## src/rtl/fdc_pkg.sv

```systemverilog
// Shared types, constants and the CRC-16 byte update for the frame decoder.
// No dependencies; used by fdc_parser, fdc_skid and frame_decoder_crc16_check.
`default_nettype none

package fdc_pkg;

    // Header layout: byte positions within the 12-byte header.
    localparam logic [3:0] HEADER_BYTES = 4'd12;
    localparam logic [3:0] VERSION_POS  = 4'd4;
    localparam logic [3:0] TYPE_POS     = 4'd5;
    localparam logic [3:0] LENGTH_END   = 4'd10;

    // CRC-16/CCITT-FALSE constants.
    localparam logic [15:0] CRC_POLY = 16'h1021;
    localparam logic [15:0] CRC_INIT = 16'hFFFF;

    // Frame verdict codes.
    typedef enum logic [2:0] {
        ST_OK           = 3'd0,
        ST_TOO_SMALL    = 3'd1,
        ST_BAD_MAGIC    = 3'd2,
        ST_BAD_VERSION  = 3'd3,
        ST_TOO_SHORT    = 3'd4,
        ST_CRC_MISMATCH = 3'd5
    } t_status;

    // One result item as it travels to the output port.
    typedef struct packed {
        logic [7:0]  payload_byte;
        logic        payload_valid;
        logic        status_valid;
        t_status     frame_status;
        logic [7:0]  message_type;
        logic [31:0] payload_length;
    } t_result;

    // Feed one byte into the CRC, MSB first, eight shift steps unrolled.
    function automatic logic [15:0] crc16_byte(input logic [15:0] crc_in,
                                               input logic [7:0]  data);
        logic [15:0] crc;
        crc = crc_in ^ {data, 8'h00};
        for (int i = 0; i < 8; i++) begin
            if (crc[15]) begin
                crc = {crc[14:0], 1'b0} ^ CRC_POLY;
            end else begin
                crc = {crc[14:0], 1'b0};
            end
        end
        return crc;
    endfunction

endpackage

`default_nettype wire

```

## src/rtl/fdc_parser.sv

```systemverilog
// Header parser, payload pass-through and CRC check for one byte per cycle while i_accept is high.
// Depends on fdc_pkg; the result is registered downstream in fdc_skid.
`default_nettype none

module fdc_parser
    import fdc_pkg::*;
(
    input  wire logic        i_clk,
    input  wire logic        i_rst_n,
    input  wire logic        i_accept,
    input  wire logic [7:0]  i_data_byte,
    input  wire logic        i_buffer_end,
    input  wire logic [31:0] i_magic_word,
    input  wire logic [7:0]  i_expected_version,
    output logic             o_res_valid,
    output t_result          o_res
);

    localparam logic [1:0] FAULT_NONE    = 2'd0;
    localparam logic [1:0] FAULT_MAGIC   = 2'd1;
    localparam logic [1:0] FAULT_VERSION = 2'd2;

    logic [3:0]  r_pos,       n_pos;
    logic [1:0]  r_fault,     n_fault;
    logic [7:0]  r_type,      n_type;
    logic [31:0] r_length,    n_length;
    logic [31:0] r_left,      n_left;
    logic [15:0] r_crc_exp,   n_crc_exp;
    logic [15:0] r_crc,       n_crc;
    logic        r_done,      n_done;

    logic        pay;
    logic        verdict;
    t_status     status;
    logic [1:0]  magic_sel;
    logic [7:0]  magic_want;
    logic        too_small;

    // Expected magic byte for the current header position, first byte on top.
    assign magic_sel  = 2'd3 - r_pos[1:0];
    assign magic_want = i_magic_word[{magic_sel, 3'b000} +: 8];

    // Next state and verdict for the byte on the input.
    always_comb begin
        n_pos     = r_pos;
        n_fault   = r_fault;
        n_type    = r_type;
        n_length  = r_length;
        n_left    = r_left;
        n_crc_exp = r_crc_exp;
        n_crc     = r_crc;
        n_done    = r_done;
        pay       = 1'b0;
        verdict   = 1'b0;
        status    = ST_OK;

        if (!r_done) begin
            if (r_pos < HEADER_BYTES) begin
                if (r_pos < VERSION_POS) begin
                    if (i_data_byte != magic_want && r_fault == FAULT_NONE) begin
                        n_fault = FAULT_MAGIC;
                    end
                end else if (r_pos == VERSION_POS) begin
                    if (i_data_byte != i_expected_version && r_fault == FAULT_NONE) begin
                        n_fault = FAULT_VERSION;
                    end
                end else if (r_pos == TYPE_POS) begin
                    n_type = i_data_byte;
                end else if (r_pos < LENGTH_END) begin
                    n_length = {r_length[23:0], i_data_byte};
                end else begin
                    n_crc_exp = {r_crc_exp[7:0], i_data_byte};
                end
                n_pos = r_pos + 4'd1;
                if (n_pos == HEADER_BYTES) begin
                    n_left = n_length;
                end
            end else if (r_fault == FAULT_NONE && r_left != 32'd0) begin
                pay    = 1'b1;
                n_crc  = crc16_byte(r_crc, i_data_byte);
                n_left = r_left - 32'd1;
            end

            if (n_pos == HEADER_BYTES && (n_fault != FAULT_NONE || n_left == 32'd0)) begin
                verdict = 1'b1;
                case (n_fault)
                    FAULT_MAGIC:   status = ST_BAD_MAGIC;
                    FAULT_VERSION: status = ST_BAD_VERSION;
                    default:       status = (n_crc == n_crc_exp) ? ST_OK : ST_CRC_MISMATCH;
                endcase
            end else if (i_buffer_end) begin
                verdict = 1'b1;
                status  = (n_pos < HEADER_BYTES) ? ST_TOO_SMALL : ST_TOO_SHORT;
            end
            if (verdict) begin
                n_done = 1'b1;
            end
        end

        // The byte marked as the buffer's end returns all frame state to reset.
        if (i_buffer_end) begin
            n_pos     = 4'd0;
            n_fault   = FAULT_NONE;
            n_type    = 8'd0;
            n_length  = 32'd0;
            n_left    = 32'd0;
            n_crc_exp = 16'd0;
            n_crc     = CRC_INIT;
            n_done    = 1'b0;
        end
    end

    // Result item for this byte.
    assign too_small   = verdict && (status == ST_TOO_SMALL);
    assign o_res_valid = i_accept && (pay || verdict);

    always_comb begin
        o_res.payload_byte   = pay ? i_data_byte : 8'd0;
        o_res.payload_valid  = pay;
        o_res.status_valid   = verdict;
        o_res.frame_status   = verdict ? status : ST_OK;
        // Header fields are taken after this byte's update, before the
        // end-of-buffer clear.
        o_res.message_type   = too_small ? 8'd0
                             : (r_pos == TYPE_POS ? i_data_byte : r_type);
        o_res.payload_length = too_small ? 32'd0
                             : ((r_pos > TYPE_POS && r_pos < LENGTH_END)
                                ? {r_length[23:0], i_data_byte} : r_length);
    end

    // Frame state advances on every transfer.
    always_ff @(posedge i_clk) begin
        if (!i_rst_n) begin
            r_pos     <= 4'd0;
            r_fault   <= FAULT_NONE;
            r_type    <= 8'd0;
            r_length  <= 32'd0;
            r_left    <= 32'd0;
            r_crc_exp <= 16'd0;
            r_crc     <= CRC_INIT;
            r_done    <= 1'b0;
        end else if (i_accept) begin
            r_pos     <= n_pos;
            r_fault   <= n_fault;
            r_type    <= n_type;
            r_length  <= n_length;
            r_left    <= n_left;
            r_crc_exp <= n_crc_exp;
            r_crc     <= n_crc;
            r_done    <= n_done;
        end
    end

endmodule

`default_nettype wire

```

## src/rtl/fdc_skid.sv

```systemverilog
// Output register with one skid entry for result items.
// Depends on fdc_pkg for the result type.
`default_nettype none

module fdc_skid
    import fdc_pkg::*;
(
    input  wire logic     i_clk,
    input  wire logic     i_rst_n,
    input  wire logic     i_valid,
    output logic          o_ready,
    input  wire t_result  i_data,
    output logic          o_valid,
    input  wire logic     i_ready,
    output t_result       o_data
);

    logic    r_out_valid;
    logic    r_skid_valid;
    t_result r_out_data;
    t_result r_skid_data;
    logic    out_free;

    // The upstream side may send while the skid entry is empty.
    assign o_ready  = !r_skid_valid;
    assign out_free = !r_out_valid || i_ready;
    assign o_valid  = r_out_valid;
    assign o_data   = r_out_data;

    // Occupancy of the two entries.
    always_ff @(posedge i_clk) begin
        if (!i_rst_n) begin
            r_out_valid  <= 1'b0;
            r_skid_valid <= 1'b0;
        end else if (out_free) begin
            r_out_valid  <= r_skid_valid || i_valid;
            r_skid_valid <= 1'b0;
        end else if (i_valid) begin
            r_skid_valid <= 1'b1;
        end
    end

    // Payload of the two entries.
    always_ff @(posedge i_clk) begin
        if (out_free) begin
            r_out_data <= r_skid_valid ? r_skid_data : i_data;
        end else if (i_valid) begin
            r_skid_data <= i_data;
        end
    end

endmodule

`default_nettype wire

```

## src/rtl/frame_decoder_crc16_check.sv

```systemverilog
// Top level of the length-prefixed frame decoder with CRC-16 check.
// Depends on fdc_pkg, fdc_parser and fdc_skid.
//
// Usage:
//   The input channel takes one buffer byte per transfer, with i_buffer_end
//   set on the buffer's last byte. The first 12 bytes are the header: magic,
//   version, message type, 32-bit length and 16-bit CRC, all big-endian.
//   The output channel carries zero or one result per byte: a payload byte,
//   the frame verdict, or both, along with the header's type and length.
//   A result is registered in the output register, or in the skid entry while
//   the receiver stalls, when its byte is transferred. Throughput is one byte
//   per cycle while input ready is high, set by the combinational CRC byte
//   update and header compare between the input and the output register.
//   When the receiver stalls, one result is held in the output register and
//   one more in the skid entry; input ready drops only while both are full.
//   Reset (synchronous, active low) clears the frame state, empties the
//   output stage and sets magic_word to 0 and expected_version to 1.
//   Configuration writes take effect on the clock edge with i_cfg_we high.
`default_nettype none

module frame_decoder_crc16_check
    import fdc_pkg::*;
(
    input  wire logic        i_clk,
    input  wire logic        i_rst_n,
    // Configuration write port.
    input  wire logic        i_cfg_we,
    input  wire logic        i_cfg_index,
    input  wire logic [31:0] i_cfg_data,
    // Input channel.
    input  wire logic        i_in_valid,
    output logic             o_in_ready,
    input  wire logic [7:0]  i_data_byte,
    input  wire logic        i_buffer_end,
    // Output channel.
    output logic             o_out_valid,
    input  wire logic        i_out_ready,
    output logic [7:0]       o_payload_byte,
    output logic             o_payload_valid,
    output logic             o_status_valid,
    output logic [2:0]       o_frame_status,
    output logic [7:0]       o_message_type,
    output logic [31:0]      o_payload_length
);

    localparam logic CFG_MAGIC   = 1'b0;
    localparam logic CFG_VERSION = 1'b1;

    logic [31:0] r_magic_word;
    logic [7:0]  r_expected_version;
    logic        accept;
    logic        res_valid;
    t_result     res;
    t_result     out_res;

    // Configuration registers.
    always_ff @(posedge i_clk) begin
        if (!i_rst_n) begin
            r_magic_word       <= 32'd0;
            r_expected_version <= 8'd1;
        end else if (i_cfg_we) begin
            unique case (i_cfg_index)
                CFG_MAGIC:   r_magic_word       <= i_cfg_data;
                CFG_VERSION: r_expected_version <= i_cfg_data[7:0];
                default:     ;
            endcase
        end
    end

    assign accept = i_in_valid && o_in_ready;

    fdc_parser u_parser (
        .i_clk              (i_clk),
        .i_rst_n            (i_rst_n),
        .i_accept           (accept),
        .i_data_byte        (i_data_byte),
        .i_buffer_end       (i_buffer_end),
        .i_magic_word       (r_magic_word),
        .i_expected_version (r_expected_version),
        .o_res_valid        (res_valid),
        .o_res              (res)
    );

    fdc_skid u_skid (
        .i_clk   (i_clk),
        .i_rst_n (i_rst_n),
        .i_valid (res_valid),
        .o_ready (o_in_ready),
        .i_data  (res),
        .o_valid (o_out_valid),
        .i_ready (i_out_ready),
        .o_data  (out_res)
    );

    // Result fields to the ports.
    assign o_payload_byte   = out_res.payload_byte;
    assign o_payload_valid  = out_res.payload_valid;
    assign o_status_valid   = out_res.status_valid;
    assign o_frame_status   = out_res.frame_status;
    assign o_message_type   = out_res.message_type;
    assign o_payload_length = out_res.payload_length;

`ifndef SYNTHESIS
    // A result always carries a payload byte or a verdict.
    a_result_not_empty: assert property (@(posedge i_clk) disable iff (!i_rst_n)
        o_out_valid |-> (o_payload_valid || o_status_valid))
        else $error("empty result item");

    // The status field is zero unless a verdict is given.
    a_status_zero: assert property (@(posedge i_clk) disable iff (!i_rst_n)
        (o_out_valid && !o_status_valid) |-> (o_frame_status == ST_OK))
        else $error("status without verdict");

    // A short header reports no header fields.
    a_small_clears: assert property (@(posedge i_clk) disable iff (!i_rst_n)
        (o_out_valid && o_status_valid && o_frame_status == ST_TOO_SMALL)
        |-> (o_message_type == 8'd0 && o_payload_length == 32'd0 && !o_payload_valid))
        else $error("too_small result carries header fields");

    // Input is held off only while the output register is occupied.
    a_ready_drop: assert property (@(posedge i_clk) disable iff (!i_rst_n)
        !o_in_ready |-> o_out_valid)
        else $error("input stalled with empty output");
`endif

endmodule

`default_nettype wire

```

## config.mk

```make
export PLATFORM = sky130hd
export DESIGN_NAME = frame_decoder_crc16_check
export DESIGN_NICKNAME = d
export VERILOG_FILES = /design/src/rtl/fdc_pkg.sv /design/src/rtl/fdc_parser.sv /design/src/rtl/fdc_skid.sv /design/src/rtl/frame_decoder_crc16_check.sv
export SDC_FILE = /design/constraint.sdc
export NUM_CORES = 1
export LEC_CHECK = 0
export ABC_AREA = 1
export ABC_CLOCK_PERIOD_IN_PS = 5750
export BUFFER_PORTS_ARGS = -buffer_cell sky130_fd_sc_hd__buf_2
export CAP_MARGIN = 10
export CORE_ASPECT_RATIO = 0.7
export CORE_MARGIN = 1
export CORE_UTILIZATION = 55
export DETAILED_ROUTE_END_ITERATION = 10
export GPL_ROUTABILITY_DRIVEN = 0
export PLACE_DENSITY = 0.77
export SLEW_MARGIN = 25
export SYNTH_ARGS = -nofsm -noshare
export SYNTH_HDL_FRONTEND = slang
export SYNTH_SLANG_ARGS = --single-unit
```

## constraint.sdc

```tcl
create_clock -name i_clk -period 5.75 [get_ports i_clk]
set_input_delay 1.15 -clock i_clk [delete_from_list [all_inputs] [get_ports i_clk]]
set_output_delay 1.15 -clock i_clk [all_outputs]
set_load 0.01 [all_outputs]
```

# Word-level counts from Yosys, hierarchy flattened
# Cells that the tools add are included.
word_totals:
  out_inout_bits: 55
  reg_bits: 259
  input_bits: 47
  wordCells: 179
op_classes:
  n_eq_ne: 13
  mux: 95
  order_cmp: 5
  n_reduce_logical: 26
  bitwise: 12
  addsub: 3
  shifts: 1
op_table:
  columns: ["operator", "count"]
  rows:
  - ["$mux 16", 34]
  - ["$mux 32", 15]
  - ["$mux 13", 8]
  - ["$mux 8", 8]
  - ["$mux 53", 1]
  - ["$logic_not 32->1", 1]
  - ["$reduce_bool 32->1", 1]
  - ["$shiftx 32x6->8", 1]
  - ["$sub 32x1->32 const B", 1]
  - ["$not 3->3", 8]
  - ["$mux 3", 6]
  - ["$eq 16x16->1", 1]
  - ["$mux 2", 8]
  - ["$mux 4", 4]
  - ["$ne 8x8->1", 2]
  - ["$xor 16x16->16", 1]
  - ["$lt 4x4->1 const B", 3]
  - ["$mux 1", 10]
  - ["$eq 4x3->1 const B", 2]
  - ["$eq 4x4->1 const B", 2]
  - ["$logic_and 1x1->1", 8]
  - ["$reduce_and 2->1", 4]
  - ["$ne 2x2->1 const B", 3]
  - ["$pmux 3 s2", 1]
  - ["15 further kinds", 22]

# Longest topological paths before layout
# Gate-level depths: netlist of the first run.
depth:
  depth_word: 50
  depth_mapped: 27
  depth_no_buf: 25

# Hierarchy
# From an unflattened synthesis of the first run, not the netlist that was laid out.
hier_totals:
  hier_cells: 2192
  hier_area_um2: 14933.1
modules_own_cells:
  columns: ["module", "area_each_um2", "cells_each", "instances", "seq_area_each_um2"]
  rows:
  - ["fdc_parser", 9305.2, 1659, 1, 2222.1]
  - ["fdc_skid", 3958.8, 288, 1, 3223.1]
  - ["frame_decoder_crc16_check", 1669.1, 245, 1, 800.8]

# Least setup slack after synthesis of the first run
# No wires, ideal clock.
synth_timing:
  path_type: "flip-flop to flip-flop"
  from: "register u_parser.r_pos[0]"
  to: "register u_skid.r_skid_data[0] in the netlist's numbering, enable pin"
  slack_ps: 152
  period_less_slack_ps: 5598
  t_required_ps: 5286
  setup_time_ps: 464
  t_arrival_ps: 5134
  path_buffers: 3
  path_stages_with_launch: 23
  cell_sequence: "dfxtp_1 -> clkbuf_1 -> inv_1 -> clkbuf_1 -> ha_1 -> o21ai_1 -> nand3_2 -> buf_2 -> nand2_1 -> o21ai_1 -> nor2_1 -> nor2_1 -> a21oi_1 -> nand2_1 -> nor2_1 -> nand2_1 -> nor2_1 -> nand3_1 -> nand2_2 -> nand2_2 -> nand2_1 -> o21ai_0 -> nor2_1"
synth_between:
  elab_chain_len: 17
  word_cells_on_any_way: 38
  classes_between: "2 x add/sub; 3 x order compare; 5 x eq/ne; 1 x shift; 19 x mux; 8 x reduce/logical"
synth_rtl:
  columns: ["item", "line_no", "text"]
  rows:
  - ["start: declaration", "fdc_parser.sv:23", "logic [3:0] r_pos, n_pos;"]
  - ["start signal: assignment", "fdc_parser.sv:143", "r_pos <= n_pos;"]
  - ["$sub 2x2->2 / $lt 4x4->1 (equally long branches)", "fdc_parser.sv:40, fdc_parser.sv:69", null]
  - ["$shiftx 32x6->8 / $mux 32 (equally long branches)", "fdc_parser.sv:41, fdc_parser.sv:69", null]
  - ["$ne 8x8->1 / $mux 32 (equally long branches)", "fdc_parser.sv:60, fdc_parser.sv:67", null]
  - ["$logic_and 1x1->1 / $mux 32 (equally long branches)", "fdc_parser.sv:60, fdc_parser.sv:63", null]
  - ["$mux 2 / $mux 32 (equally long branches)", "fdc_parser.sv:60, fdc_parser.sv:59", null]
  - ["$mux 2 / $mux 32 (equally long branches)", "fdc_parser.sv:59, fdc_parser.sv:75", null]
  - ["$mux 2 / $mux 32 (equally long branches)", "fdc_parser.sv:58", "if (r_pos < HEADER_BYTES) begin"]
  - ["$mux 2 / $mux 32 (equally long branches)", "fdc_parser.sv:57", "if (!r_done) begin"]
  - ["$reduce_bool 2->1 / $logic_not 32->1 (equally long branches)", "fdc_parser.sv:84", "if (n_pos == HEADER_BYTES && (n_fault != FAULT_NONE || n_left == 32'd0)) begin"]
  - ["$logic_or 1x1->1", "fdc_parser.sv:84", null]
  - ["$logic_and 1x1->1", "fdc_parser.sv:84", null]
  - ["$mux 1", "fdc_parser.sv:84", null]
  - ["$mux 1 (2 in a row)", "fdc_parser.sv:57", null]
  - ["$logic_or 1x1->1 (*)", "fdc_parser.sv:115", "assign o_res_valid = i_accept && (pay || verdict);"]
  - ["$logic_and 1x1->1 (*)", "fdc_parser.sv:115", null]
  - ["$reduce_and 2->1 (no line) (*)", null, null]
  - ["end signal: assignment", "fdc_skid.sv:48", "r_skid_data <= i_data;"]
  - ["end: declaration", "fdc_skid.sv:21", "t_result r_skid_data;"]
# Every way passes the cells marked *; elsewhere a longest branch is shown, timed or not. The select of a mux whose other input is x is not followed.
# A chain may end at the register's enable or synchronous reset.

==> report_table.html, run 1 <==
<table>
<tr><th>Metric</th><th>Value</th></tr>
<tr><th colspan="2">Yosys</th></tr>
<tr><td>Share of synthesized flip-flops with an asynchronous set or reset</td><td>0%</td></tr>
<tr><td>Synthesized-area fraction occupied by and/or/nand/nor cells</td><td>32.3%</td></tr>
<tr><td>Number of enable-type register cells in the synthesized netlist</td><td>106</td></tr>
<tr><td>Warnings, synthesis</td><td>0</td></tr>
<tr><td>Ys flop type</td><td>sky130_fd_sc_hd__dfxtp_1</td></tr>
<tr><td>Instance count of the mapped netlist</td><td>2143</td></tr>
<tr><td>Unique cell type count in the Yosys netlist</td><td>40</td></tr>
<tr><td>Mean cell area of the mapped netlist</td><td>6.76 um^2</td></tr>
<tr><td>Netlist Area Pre-Place</td><td>0.0145 mm^2</td></tr>
<tr><td>Sequential area share after synthesis</td><td>43.1%</td></tr>
<tr><td>Post-synthesis mux area share</td><td>0%</td></tr>
<tr><td>Post-synthesis compound-gate area fraction</td><td>12.8%</td></tr>
<tr><td>XOR/XNOR share of the synthesized area</td><td>1.94%</td></tr>
<tr><td>Post-synth net total</td><td>2198</td></tr>
<tr><td>Largest family of logic cells by synthesized area</td><td>simple AND/OR/NAND/NOR gates</td></tr>
<tr><td>Adder and majority gate portion of the synthesized area</td><td>0.691%</td></tr>
<tr><td>Post-synthesis register bit count</td><td>259</td></tr>
<tr><th colspan="2">Placement</th></tr>
<tr><td>Post-Place Worst Slack</td><td>1.09 ns</td></tr>
<tr><td>Detailed placement HPWL</td><td>29.8 mm</td></tr>
<tr><td>Post-placement cell area</td><td>0.0151 mm^2</td></tr>
<tr><td>Input/output buffers</td><td>101</td></tr>
<tr><th colspan="2">Timing</th></tr>
<tr><td>Smallest setup slack after layout</td><td>1.18 ns</td></tr>
<tr><td>Final critical-path required period</td><td>4.57 ns</td></tr>
<tr><td>Hold violation total from the final report</td><td>0</td></tr>
<tr><td>Final Setup Violations</td><td>0</td></tr>
<tr><td>Setup TNS after final layout</td><td>0 ns</td></tr>
<tr><td>Setup repair after global routing missed its margin</td><td>no</td></tr>
<tr><td>Actual slew at the worst max-slew pin</td><td>1.03 ns</td></tr>
<tr><td>Maximum frequency from static timing analysis</td><td>219 MHz</td></tr>
<tr><td>Share of the clock period used by the worst path</td><td>79.5%</td></tr>
<tr><td>Number of pins with negative max-slew slack in the final report</td><td>0</td></tr>
<tr><td>Final clock skew</td><td>0.0281 ns</td></tr>
<tr><td>Slew Limit Headroom</td><td>31.2%</td></tr>
<tr><th colspan="2">Cells and area</th></tr>
<tr><td>Share of post-route cells with drive strength above 1</td><td>10.0%</td></tr>
<tr><td>Filler cell count in the final layout</td><td>2364</td></tr>
<tr><td>Cell area after layout</td><td>0.0160 mm^2</td></tr>
<tr><td>Area growth from synthesis to layout</td><td>10.6%</td></tr>
<tr><td>Final nets</td><td>2237</td></tr>
<tr><th colspan="2">Worst setup path</th></tr>
<tr><td>Setup CP Type</td><td>reg -&gt; reg</td></tr>
<tr><td>Start of the worst register-to-register path</td><td>u_parser.r_pos[0]$_SDFFE_PN0P_</td></tr>
<tr><td>Crit. Startpoint</td><td>u_parser.r_pos[0]$_SDFFE_PN0P_</td></tr>
<tr><td>Critical Path Source Type</td><td>flop</td></tr>
<tr><td>Crit path arrival time</td><td>4.87 ns</td></tr>
<tr><td>Required time of the worst setup path</td><td>6.05 ns</td></tr>
<tr><td>Critical Path End Type</td><td>flop</td></tr>
<tr><td>CP Max Fanout</td><td>64</td></tr>
<tr><th colspan="2">Clock tree</th></tr>
<tr><td>Post-cts hold buffer count</td><td>0</td></tr>
<tr><td>Number of buffers between clock root and the deepest sink</td><td>3</td></tr>
<tr><td>Resized Gates After CTS</td><td>0</td></tr>
<tr><td>H-tree depth</td><td>1</td></tr>
<tr><td>Number of buffers inserted by post-CTS setup repair</td><td>0</td></tr>
<tr><td>Cell at the root of the clock tree</td><td>sky130_fd_sc_hd__clkbuf_16</td></tr>
<tr><td>Total clock buffers created by CTS</td><td>26</td></tr>
<tr><td>Clock insertion delay at the later pin of the skew report</td><td>0.57 ns</td></tr>
<tr><td>Clock sink count</td><td>259</td></tr>
<tr><td>Clock tree from TritonCTS</td><td>built</td></tr>
<tr><td>Clock transition at the registers of the reported paths</td><td>0.06 ns</td></tr>
<tr><th colspan="2">Floorplan</th></tr>
<tr><td>Effective utilization at floorplan</td><td>56.2%</td></tr>
<tr><td>Chip height</td><td>138 um</td></tr>
<tr><td>Die Span X</td><td>196 um</td></tr>
<tr><td>Std-Cell Rows</td><td>49</td></tr>
<tr><td>Die footprint</td><td>0.0270 mm^2</td></tr>
<tr><td>Core area</td><td>0.0257 mm^2</td></tr>
<tr><td>Top-level I/O count</td><td>102</td></tr>
<tr><th colspan="2">Worst hold path</th></tr>
<tr><td>Hold path start</td><td>u_parser.r_crc_exp[9]$_SDFFE_PN0P_</td></tr>
<tr><td>Type of the tightest min-delay check</td><td>reg -&gt; reg</td></tr>
<tr><th colspan="2">Power and ir drop</th></tr>
<tr><td>Cell leakage power</td><td>7.39 nW</td></tr>
<tr><td>Total power of the final layout</td><td>0.00402 W</td></tr>
<tr><td>Power density over the cells</td><td>251 mW/mm^2</td></tr>
<tr><td>Worst vdd ir</td><td>0.263 mV</td></tr>
<tr><th colspan="2">Drt</th></tr>
<tr><td>Mean routed wirelength per cell</td><td>17.1 um</td></tr>
<tr><td>Number of DRC markers after the initial detailed-route iteration</td><td>2081</td></tr>
<tr><td>Final WL</td><td>43.4 mm</td></tr>
<tr><td>Remaining routing DRC violations</td><td>0</td></tr>
<tr><td>Via density per instance</td><td>5.69</td></tr>
<tr><td>Count of vias placed by the detailed router</td><td>14400</td></tr>
<tr><td>Post-DRT Antenna Nets</td><td>0</td></tr>
<tr><td>First-pass DRT Iterations</td><td>7</td></tr>
<tr><th colspan="2">Global route</th></tr>
<tr><td>Met3 demand-to-capacity share in global routing</td><td>7.17%</td></tr>
<tr><td>Overall track demand over capacity in global routing</td><td>31.9%</td></tr>
<tr><td>Overflow left after global routing</td><td>0</td></tr>
<tr><td>Global-route layer with the greatest usage</td><td>met1</td></tr>
<tr><td>Met1 Resource Use GR</td><td>49.6%</td></tr>
<tr><td>Initial antenna violation count</td><td>2</td></tr>
<tr><td>Wire length of the first global-routing pass</td><td>67.8 mm</td></tr>
<tr><td>Pin count of the biggest net entering global routing</td><td>65</td></tr>
<tr><td>Met2 Usage GRT</td><td>44.4%</td></tr>
<tr><td>Vias in the first global route</td><td>12600</td></tr>
<tr><th colspan="2">Run status</th></tr>
<tr><td>Outcome</td><td>complete, no violations</td></tr>
<tr><th colspan="2">Job</th></tr>
<tr><td>Number of max-capacitance violations reported</td><td>0</td></tr>
</table>
==> critical path, cell delays in order (launching register included) <==
cell                      delay, ns
sky130_fd_sc_hd__dfxtp_1       0.48
sky130_fd_sc_hd__buf_4         0.28
sky130_fd_sc_hd__inv_1         0.26
sky130_fd_sc_hd__ha_1          0.31
sky130_fd_sc_hd__o21ai_1       0.21
sky130_fd_sc_hd__nand3_2       0.12
sky130_fd_sc_hd__buf_12        0.20
sky130_fd_sc_hd__nand2_1       0.08
sky130_fd_sc_hd__o21ai_1       0.09
sky130_fd_sc_hd__nor2_1        0.29
sky130_fd_sc_hd__nor2_1        0.07
sky130_fd_sc_hd__a21oi_1       0.17
sky130_fd_sc_hd__nand2_1       0.07
sky130_fd_sc_hd__nor2_1        0.17
sky130_fd_sc_hd__nand2_1       0.09
sky130_fd_sc_hd__nor2_1        0.10
sky130_fd_sc_hd__nand3_1       0.12
sky130_fd_sc_hd__nand2_2       0.12
sky130_fd_sc_hd__nand2_2       0.09
sky130_fd_sc_hd__nand2_1       0.09
sky130_fd_sc_hd__nand3_1       0.11
sky130_fd_sc_hd__nor2_1        0.14
sky130_fd_sc_hd__nand2_2       0.08
sky130_fd_sc_hd__inv_2         0.05
sky130_fd_sc_hd__buf_4         0.39
sky130_fd_sc_hd__nor2_1        0.10
==> cell usage after synthesis (2+ instances only) <==
| master | n | area share (%) |
|---|---|---|
| sky130_fd_sc_hd__nor3_1 | 3 | 0.10 |
| sky130_fd_sc_hd__inv_1 | 190 | 4.9 |
| sky130_fd_sc_hd__o21ai_1 | 60 | 2.1 |
| sky130_fd_sc_hd__nand4_1 | 20 | 0.86 |
| sky130_fd_sc_hd__a2bb2oi_1 | 6 | 0.36 |
| sky130_fd_sc_hd__buf_4 | 9 | 0.47 |
| sky130_fd_sc_hd__nor2_1 | 272 | 7.1 |
| sky130_fd_sc_hd__a22oi_1 | 7 | 0.36 |
| sky130_fd_sc_hd__buf_6 | 4 | 0.31 |
| sky130_fd_sc_hd__or2_2 | 9 | 0.39 |
| sky130_fd_sc_hd__xnor2_1 | 5 | 0.30 |
| sky130_fd_sc_hd__xor2_1 | 27 | 1.6 |
| sky130_fd_sc_hd__clkbuf_1 | 73 | 1.9 |
| sky130_fd_sc_hd__nor2_2 | 3 | 0.13 |
| sky130_fd_sc_hd__inv_2 | 23 | 0.60 |
| sky130_fd_sc_hd__o22ai_1 | 8 | 0.35 |
| sky130_fd_sc_hd__a21oi_1 | 125 | 4.3 |
| sky130_fd_sc_hd__buf_2 | 18 | 0.62 |
| sky130_fd_sc_hd__o21ai_0 | 142 | 4.9 |
| sky130_fd_sc_hd__nand3_2 | 2 | 0.14 |
| sky130_fd_sc_hd__a211oi_1 | 2 | 0.10 |
| sky130_fd_sc_hd__and3_1 | 2 | 0.086 |
| sky130_fd_sc_hd__buf_1 | 9 | 0.23 |
| sky130_fd_sc_hd__clkinv_1 | 3 | 0.078 |
| sky130_fd_sc_hd__nand3_1 | 129 | 4.5 |
| sky130_fd_sc_hd__ha_1 | 8 | 0.69 |
| sky130_fd_sc_hd__dfxtp_1 | 153 | 21 |
| sky130_fd_sc_hd__a32o_1 | 3 | 0.21 |
| sky130_fd_sc_hd__nand3b_1 | 4 | 0.21 |
| sky130_fd_sc_hd__nand2_1 | 705 | 18 |
| sky130_fd_sc_hd__nand2_2 | 5 | 0.22 |
| sky130_fd_sc_hd__edfxtp_1 | 106 | 22 |
==> per-layer routing <==
layer | routed length [um] | part of all wire [%]
met1 | 19600 | 45
met2 | 17200 | 40
met3 | 5670 | 13
met4 | 790 | 1.8
met5 | 12 | 0.028
==> where the power goes <==
part	internal, W	total, W	switching [W]
registers	0.00195	0.00198	0.0000284
clock network	0.00100	0.00177	0.000771
logic	0.0000780	0.000272	0.000193
total	0.00303	0.00402	0.000993
==> flip-flops by register name (all words and copies together) (netlist names) <==
register / cells
u_skid.o_valid: 1
u_parser.r_pos: 4
u_skid.r_skid_valid: 1
u_parser.r_type: 8
u_parser.r_crc: 16
u_parser.r_left: 32
u_parser.r_done: 1
u_skid.o_data: 53
u_skid.r_skid_data: 53
r_magic_word: 32
u_parser.r_crc_exp: 16
u_parser.r_length: 32
r_expected_version: 8
u_parser.r_fault: 2
==> metrics by stage <==
| stage | utilization [%] | instances | hold slack, ns |
|---|---|---|---|
| detailed placement | 58.7 | 2485 | 0.448 |
| CTS | 62.2 | 2533 | 0.459 |
| global placement | 58.7 | 2485 | 0.443 |
| global route | 62.2 | 2534 | 0.473 |
| finish | 62.2 | 2534 | 0.463 |
| floorplan | - | 2143 | 0.430 |
==> placed cells by master (no fill, tap or decap), types with 26 or more instances in the layout <==
cell                        count
sky130_fd_sc_hd__o21ai_1       60
sky130_fd_sc_hd__nor2_1       267
sky130_fd_sc_hd__edfxtp_1     106
sky130_fd_sc_hd__clkbuf_16     26
sky130_fd_sc_hd__xor2_1        27
sky130_fd_sc_hd__nand2_1      704
sky130_fd_sc_hd__buf_2        101
sky130_fd_sc_hd__a21oi_1      125
sky130_fd_sc_hd__dfxtp_1      152
sky130_fd_sc_hd__inv_1        189
sky130_fd_sc_hd__o21ai_0      142
sky130_fd_sc_hd__nand3_1      128
==> final timing paths <==
path              slack, ns  cells after the start                                  to
setup / recovery       1.18                     25     u_skid.r_skid_data[5]$_DFFE_PP_
hold / removal         0.46                      2  u_parser.r_crc_exp[9]$_SDFFE_PN0P_
setup reg to reg       1.18                     25     u_skid.r_skid_data[5]$_DFFE_PP_
hold reg to reg        0.46                      2  u_parser.r_crc_exp[9]$_SDFFE_PN0P_
==> area by class of cell <==
class	count	area, um^2	area share (%)
Tap cell	331	414	2.59
Clock buffer	32	693	4.33
Timing Repair Buffer	124	703	4.39
Inverter	216	811	5.06
Multi-Input combinational cell	1555	6950	43.4
Clock inverter	16	195	1.22
Antenna cell	1	2.50	0.0156
Sequential cell	259	6250	39.0
==> cells by family (layout without fill, tap and decap cells) <==
group           count (synthesis)  count (layout)
compound gates                356             356
xor+xnor                       32              32
fa+ha+maj                       8               8
buf+inv                       329             388
flops                         259             259
other cells                     0               1
simple gates                 1159            1159
(Power assumes the default switching activity.)
==> run 2, diff against run 1 <==
- ABC_CLOCK_PERIOD_IN_PS: 5750 -> 3700
- clock period: 5.75 -> 3.7 ns (I/O delays scaled with it)
==> run 2 against run 1 <==
  * Count of clock-buffer cells in the layout grew 4
  * Combinational power grew 82%
  * Hold slack lost 0.073 ns
  * Core utilization grew 4.3 points
  * Clock power grew 60%
  * Design area grew 7.0%
  * Register-to-register slack lost 1.1 ns
  * Maximum frequency grew 25%
  * Non-clock buffer count grew 80
  * Global-route usage grew 1.6 points
  * Die area is the same
  * Critical endpoint is now u_skid.r_skid_data[0]$_DFFE_PP_
  * Highest routed layer unchanged
==> report_table.html, run 2 (synthesis gave the netlist of run 1 again) <==
<table>
<tr><th>Metric</th><th>Value</th></tr>
<tr><th colspan="2">Floorplan</th></tr>
<tr><td>Top-level I/O count</td><td>102 (unchanged)</td></tr>
<tr><td>Std-Cell Rows</td><td>49 (unchanged)</td></tr>
<tr><td>Effective utilization at floorplan</td><td>56.2% (unchanged)</td></tr>
<tr><td>Die Span X</td><td>196 um (unchanged)</td></tr>
<tr><td>Die footprint</td><td>0.0270 mm^2 (unchanged)</td></tr>
<tr><td>Chip height</td><td>138 um (unchanged)</td></tr>
<tr><td>Core area</td><td>0.0257 mm^2 (unchanged)</td></tr>
<tr><th colspan="2">Clock tree</th></tr>
<tr><td>Clock sink count</td><td>259 (unchanged)</td></tr>
<tr><td>Cell at the root of the clock tree</td><td>sky130_fd_sc_hd__clkbuf_16</td></tr>
<tr><td>H-tree depth</td><td>1 (unchanged)</td></tr>
<tr><td>Total clock buffers created by CTS</td><td>27 (+3.8%)</td></tr>
<tr><td>Clock tree from TritonCTS</td><td>built</td></tr>
<tr><td>Number of buffers between clock root and the deepest sink</td><td>3 (unchanged)</td></tr>
<tr><td>Post-cts hold buffer count</td><td>0 (unchanged)</td></tr>
<tr><td>Clock transition at the registers of the reported paths</td><td>0.07 ns (about the same)</td></tr>
<tr><td>Clock insertion delay at the later pin of the skew report</td><td>0.57 ns (about the same)</td></tr>
<tr><th colspan="2">Run status</th></tr>
<tr><td>Outcome</td><td>complete, no violations</td></tr>
<tr><th colspan="2">Global route</th></tr>
<tr><td>Overall track demand over capacity in global routing</td><td>33.5% (+1.6 points)</td></tr>
<tr><td>Wire length of the first global-routing pass</td><td>70.6 mm (+4.1%)</td></tr>
<tr><td>Initial antenna violation count</td><td>3 (+1)</td></tr>
<tr><td>Vias in the first global route</td><td>12900 (+2.7%)</td></tr>
<tr><td>Pin count of the biggest net entering global routing</td><td>69 (+6.2%)</td></tr>
<tr><td>Overflow left after global routing</td><td>0 (unchanged)</td></tr>
<tr><th colspan="2">Timing</th></tr>
<tr><td>Share of the clock period used by the worst path</td><td>98.5% (+19 points)</td></tr>
<tr><td>Final clock skew</td><td>0.0137 ns (-0.0144 ns)</td></tr>
<tr><td>Final critical-path required period</td><td>3.65 ns (-0.924 ns)</td></tr>
<tr><td>Slew Limit Headroom</td><td>32.8% (+1.6 points)</td></tr>
<tr><td>Setup TNS after final layout</td><td>0 ns (unchanged)</td></tr>
<tr><td>Actual slew at the worst max-slew pin</td><td>1.00 ns (-0.0289 ns)</td></tr>
<tr><td>Hold Slack</td><td>0.390 ns (-0.0731 ns)</td></tr>
<tr><td>Number of pins with negative max-slew slack in the final report</td><td>0 (unchanged)</td></tr>
<tr><td>Final Setup Violations</td><td>0 (unchanged)</td></tr>
<tr><td>Maximum frequency from static timing analysis</td><td>274 MHz (+25%)</td></tr>
<tr><td>Hold violation total from the final report</td><td>0 (unchanged)</td></tr>
<tr><th colspan="2">Drt</th></tr>
<tr><td>Via density per instance</td><td>5.77 (+1.5%)</td></tr>
<tr><td>Mean routed wirelength per cell</td><td>18.2 um (+6.5%)</td></tr>
<tr><td>First-pass DRT Iterations</td><td>6 (-1)</td></tr>
<tr><td>Number of DRC markers after the initial detailed-route iteration</td><td>2032 (-2.4%)</td></tr>
<tr><td>Remaining routing DRC violations</td><td>0 (unchanged)</td></tr>
<tr><td>Post-DRT Antenna Nets</td><td>0 (unchanged)</td></tr>
<tr><td>Count of vias placed by the detailed router</td><td>15100 (+4.9%)</td></tr>
<tr><td>Final WL</td><td>47.7 mm (+10%)</td></tr>
<tr><th colspan="2">Power and ir drop</th></tr>
<tr><td>Power density over the cells</td><td>374 mW/mm^2 (+49%)</td></tr>
<tr><td>Cell leakage power</td><td>7.95 nW (+7.6%)</td></tr>
<tr><td>Worst vdd ir</td><td>0.372 mV (+41%)</td></tr>
<tr><th colspan="2">Worst setup path</th></tr>
<tr><td>Critical Path Source Type</td><td>flop</td></tr>
<tr><td>Setup slack of the most critical reg-to-reg path</td><td>0.05 ns (-1.13 ns)</td></tr>
<tr><td>CP dominant cell by count</td><td>sky130_fd_sc_hd__nor2_2</td></tr>
<tr><td>CP Max Fanout</td><td>16 (-75%)</td></tr>
<tr><td>Critical Path End Type</td><td>flop</td></tr>
<tr><td>Crit path arrival time</td><td>3.95 ns (-0.92 ns)</td></tr>
<tr><td>Critical-path cell with the highest stage delay</td><td>sky130_fd_sc_hd__dfxtp_4</td></tr>
<tr><td>Required time of the worst setup path</td><td>4.01 ns (-2.04 ns)</td></tr>
<tr><td>Setup CP Type</td><td>reg -&gt; reg</td></tr>
<tr><td>Cells along the critical path</td><td>clkinv_8 &gt; ha_4 &gt; o21ai_4 &gt; nand3_4 &gt; buf_6 &gt; nand2_2 &gt; o21ai_4 &gt; nor2_2 &gt; nor2_1 &gt; a21oi_1 &gt; nand2_1 &gt; nor2_2 &gt; nand2_1 &gt; nor2_2 &gt; nand3_4 &gt; nand2_4 &gt; nand2_4 &gt; nand2_2 &gt; nand3_2 &gt; nor2_4 &gt; nand2_8 &gt; inv_6 &gt; buf_12 &gt; nor2_1</td></tr>
<tr><td>Count of buffer and inverter cells on the critical path</td><td>4 (-1)</td></tr>
<tr><td>Gate family responsible for the most delay along the worst path</td><td>simple AND/OR/NAND/NOR gates</td></tr>
<tr><td>Crit-path max cell delay</td><td>0.43 ns (-0.05 ns)</td></tr>
<tr><th colspan="2">Cells and area</th></tr>
<tr><td>Fraction of the core area covered by cells at the end of the flow</td><td>66.5% (+4.3 points)</td></tr>
<tr><td>Leading cell types in the layout, fill and taps excluded</td><td>699 x sky130_fd_sc_hd__nand2_1, 256 x sky130_fd_sc_hd__nor2_1, 186 x sky130_fd_sc_hd__inv_1, 147 x sky130_fd_sc_hd__dfxtp_1, 140 x sky130_fd_sc_hd__o21ai_0</td></tr>
<tr><td>Area growth from synthesis to layout</td><td>18.3%</td></tr>
<tr><td>Share of post-route cells with drive strength above 1</td><td>15.2% (+5.2 points)</td></tr>
<tr><td>Final nets</td><td>2320 (+3.7%)</td></tr>
<tr><td>Leading cell type in the layout, fill and taps excluded</td><td>sky130_fd_sc_hd__nand2_1</td></tr>
<tr><th colspan="2">Job</th></tr>
<tr><td>Number of max-capacitance violations reported</td><td>0 (unchanged)</td></tr>
<tr><th colspan="2">Placement</th></tr>
<tr><td>Detailed placement HPWL</td><td>31.7 mm (+6.5%)</td></tr>
<tr><td>Input/output buffers</td><td>101 (unchanged)</td></tr>
<tr><th colspan="2">Worst hold path</th></tr>
<tr><td>Type of the tightest min-delay check</td><td>in -&gt; reg</td></tr>
</table>
[run 2: cell count changes in the layout (fill, tap and decap cells not counted), moves of 7 or more]
| cell | delta |
|---|---|
| sky130_fd_sc_hd__nor2_1 | -11 |
| sky130_fd_sc_hd__o21ai_2 | +9 |
| sky130_fd_sc_hd__buf_6 | +10 |
| sky130_fd_sc_hd__buf_4 | +56 |
| sky130_fd_sc_hd__clkbuf_16 | +7 |
| sky130_fd_sc_hd__o21ai_1 | -10 |
| sky130_fd_sc_hd__nor2_2 | +8 |
[run 2: final cells by class]
type / count / area [um^2]
repair buffers: 204 / 1510
multi-input cells: 1557 / 7210
inverters: 216 / 833
diodes: 2 / 5.00
fillers: 2209 / 8620
clock buffers: 36 / 739
flip-flops and latches: 259 / 6260
well taps: 331 / 414
clock inverters: 14 / 163
[run 2: final timing paths]
| path | end | depth (start not counted) | start |
|---|---|---|---|
| min | r_expected_version[0]$_SDFFE_PN1P_ | 3 | i_cfg_data[0] |
| max | u_skid.r_skid_data[0]$_DFFE_PP_ | 24 | u_parser.r_pos[0]$_SDFFE_PN0P_ |
| min reg2reg | u_parser.r_type[6]$_SDFFE_PN0P_ | 2 | u_parser.r_type[6]$_SDFFE_PN0P_ |
| max reg2reg | u_skid.r_skid_data[0]$_DFFE_PP_ | 24 | u_parser.r_pos[0]$_SDFFE_PN0P_ |
[run 2: timing repair]
| item | 4_1_cts | 5_1_grt |
|---|---|---|
| pin swaps | 2 | 19 |
| resized for setup | 6 | 64 |
| setup endpoints to repair | 134 | 134 |
| endpoints found under the hold margin | 0 | 0 |
| setup buffers | 2 | 11 |
| cloned | 2 | 10 |
[run 2: per-layer routing]
layer	track usage [%]	part of all wire (%)	up-vias
met4	7.07	2.2	2
met2	47.0	41	950
met1	50.7	43	6969
met5	0	0.017	-
li1	-	-	7112
met3	9.23	14	90
[run 2: through the flow]
step,total power [W],cells,setup WS [ns],area [um^2]
2_1_floorplan,0.00339,2143,-1.39,14600
3_5_place_dp,0.00358,2542,-0.143,15700
4_1_cts,0.00637,2596,0.0220,16600
5_1_grt,0.00657,2618,-0.0640,17100
3_3_place_gp,0.00358,2542,-0.0722,15700
6_report,0.00640,2619,0.0544,17100
[run 2: power by group]
| group | total, W | switching [W] | internal (W) | leakage [nW] |
|---|---|---|---|---|
| clock network | 0.00283 | 0.00121 | 0.00162 | 0.448 |
| registers | 0.00307 | 0.0000482 | 0.00303 | 2.33 |
| logic | 0.000495 | 0.000331 | 0.000165 | 5.18 |
| total | 0.00640 | 0.00159 | 0.00481 | 7.95 |
[run 2: worst min-delay path, delay by kind of cell]
| family | cells | cell delay [ns] |
|---|---|---|
| buffers and inverters | 1 | 0.09 |
| and+or+nand+nor | 2 | 0.10 |
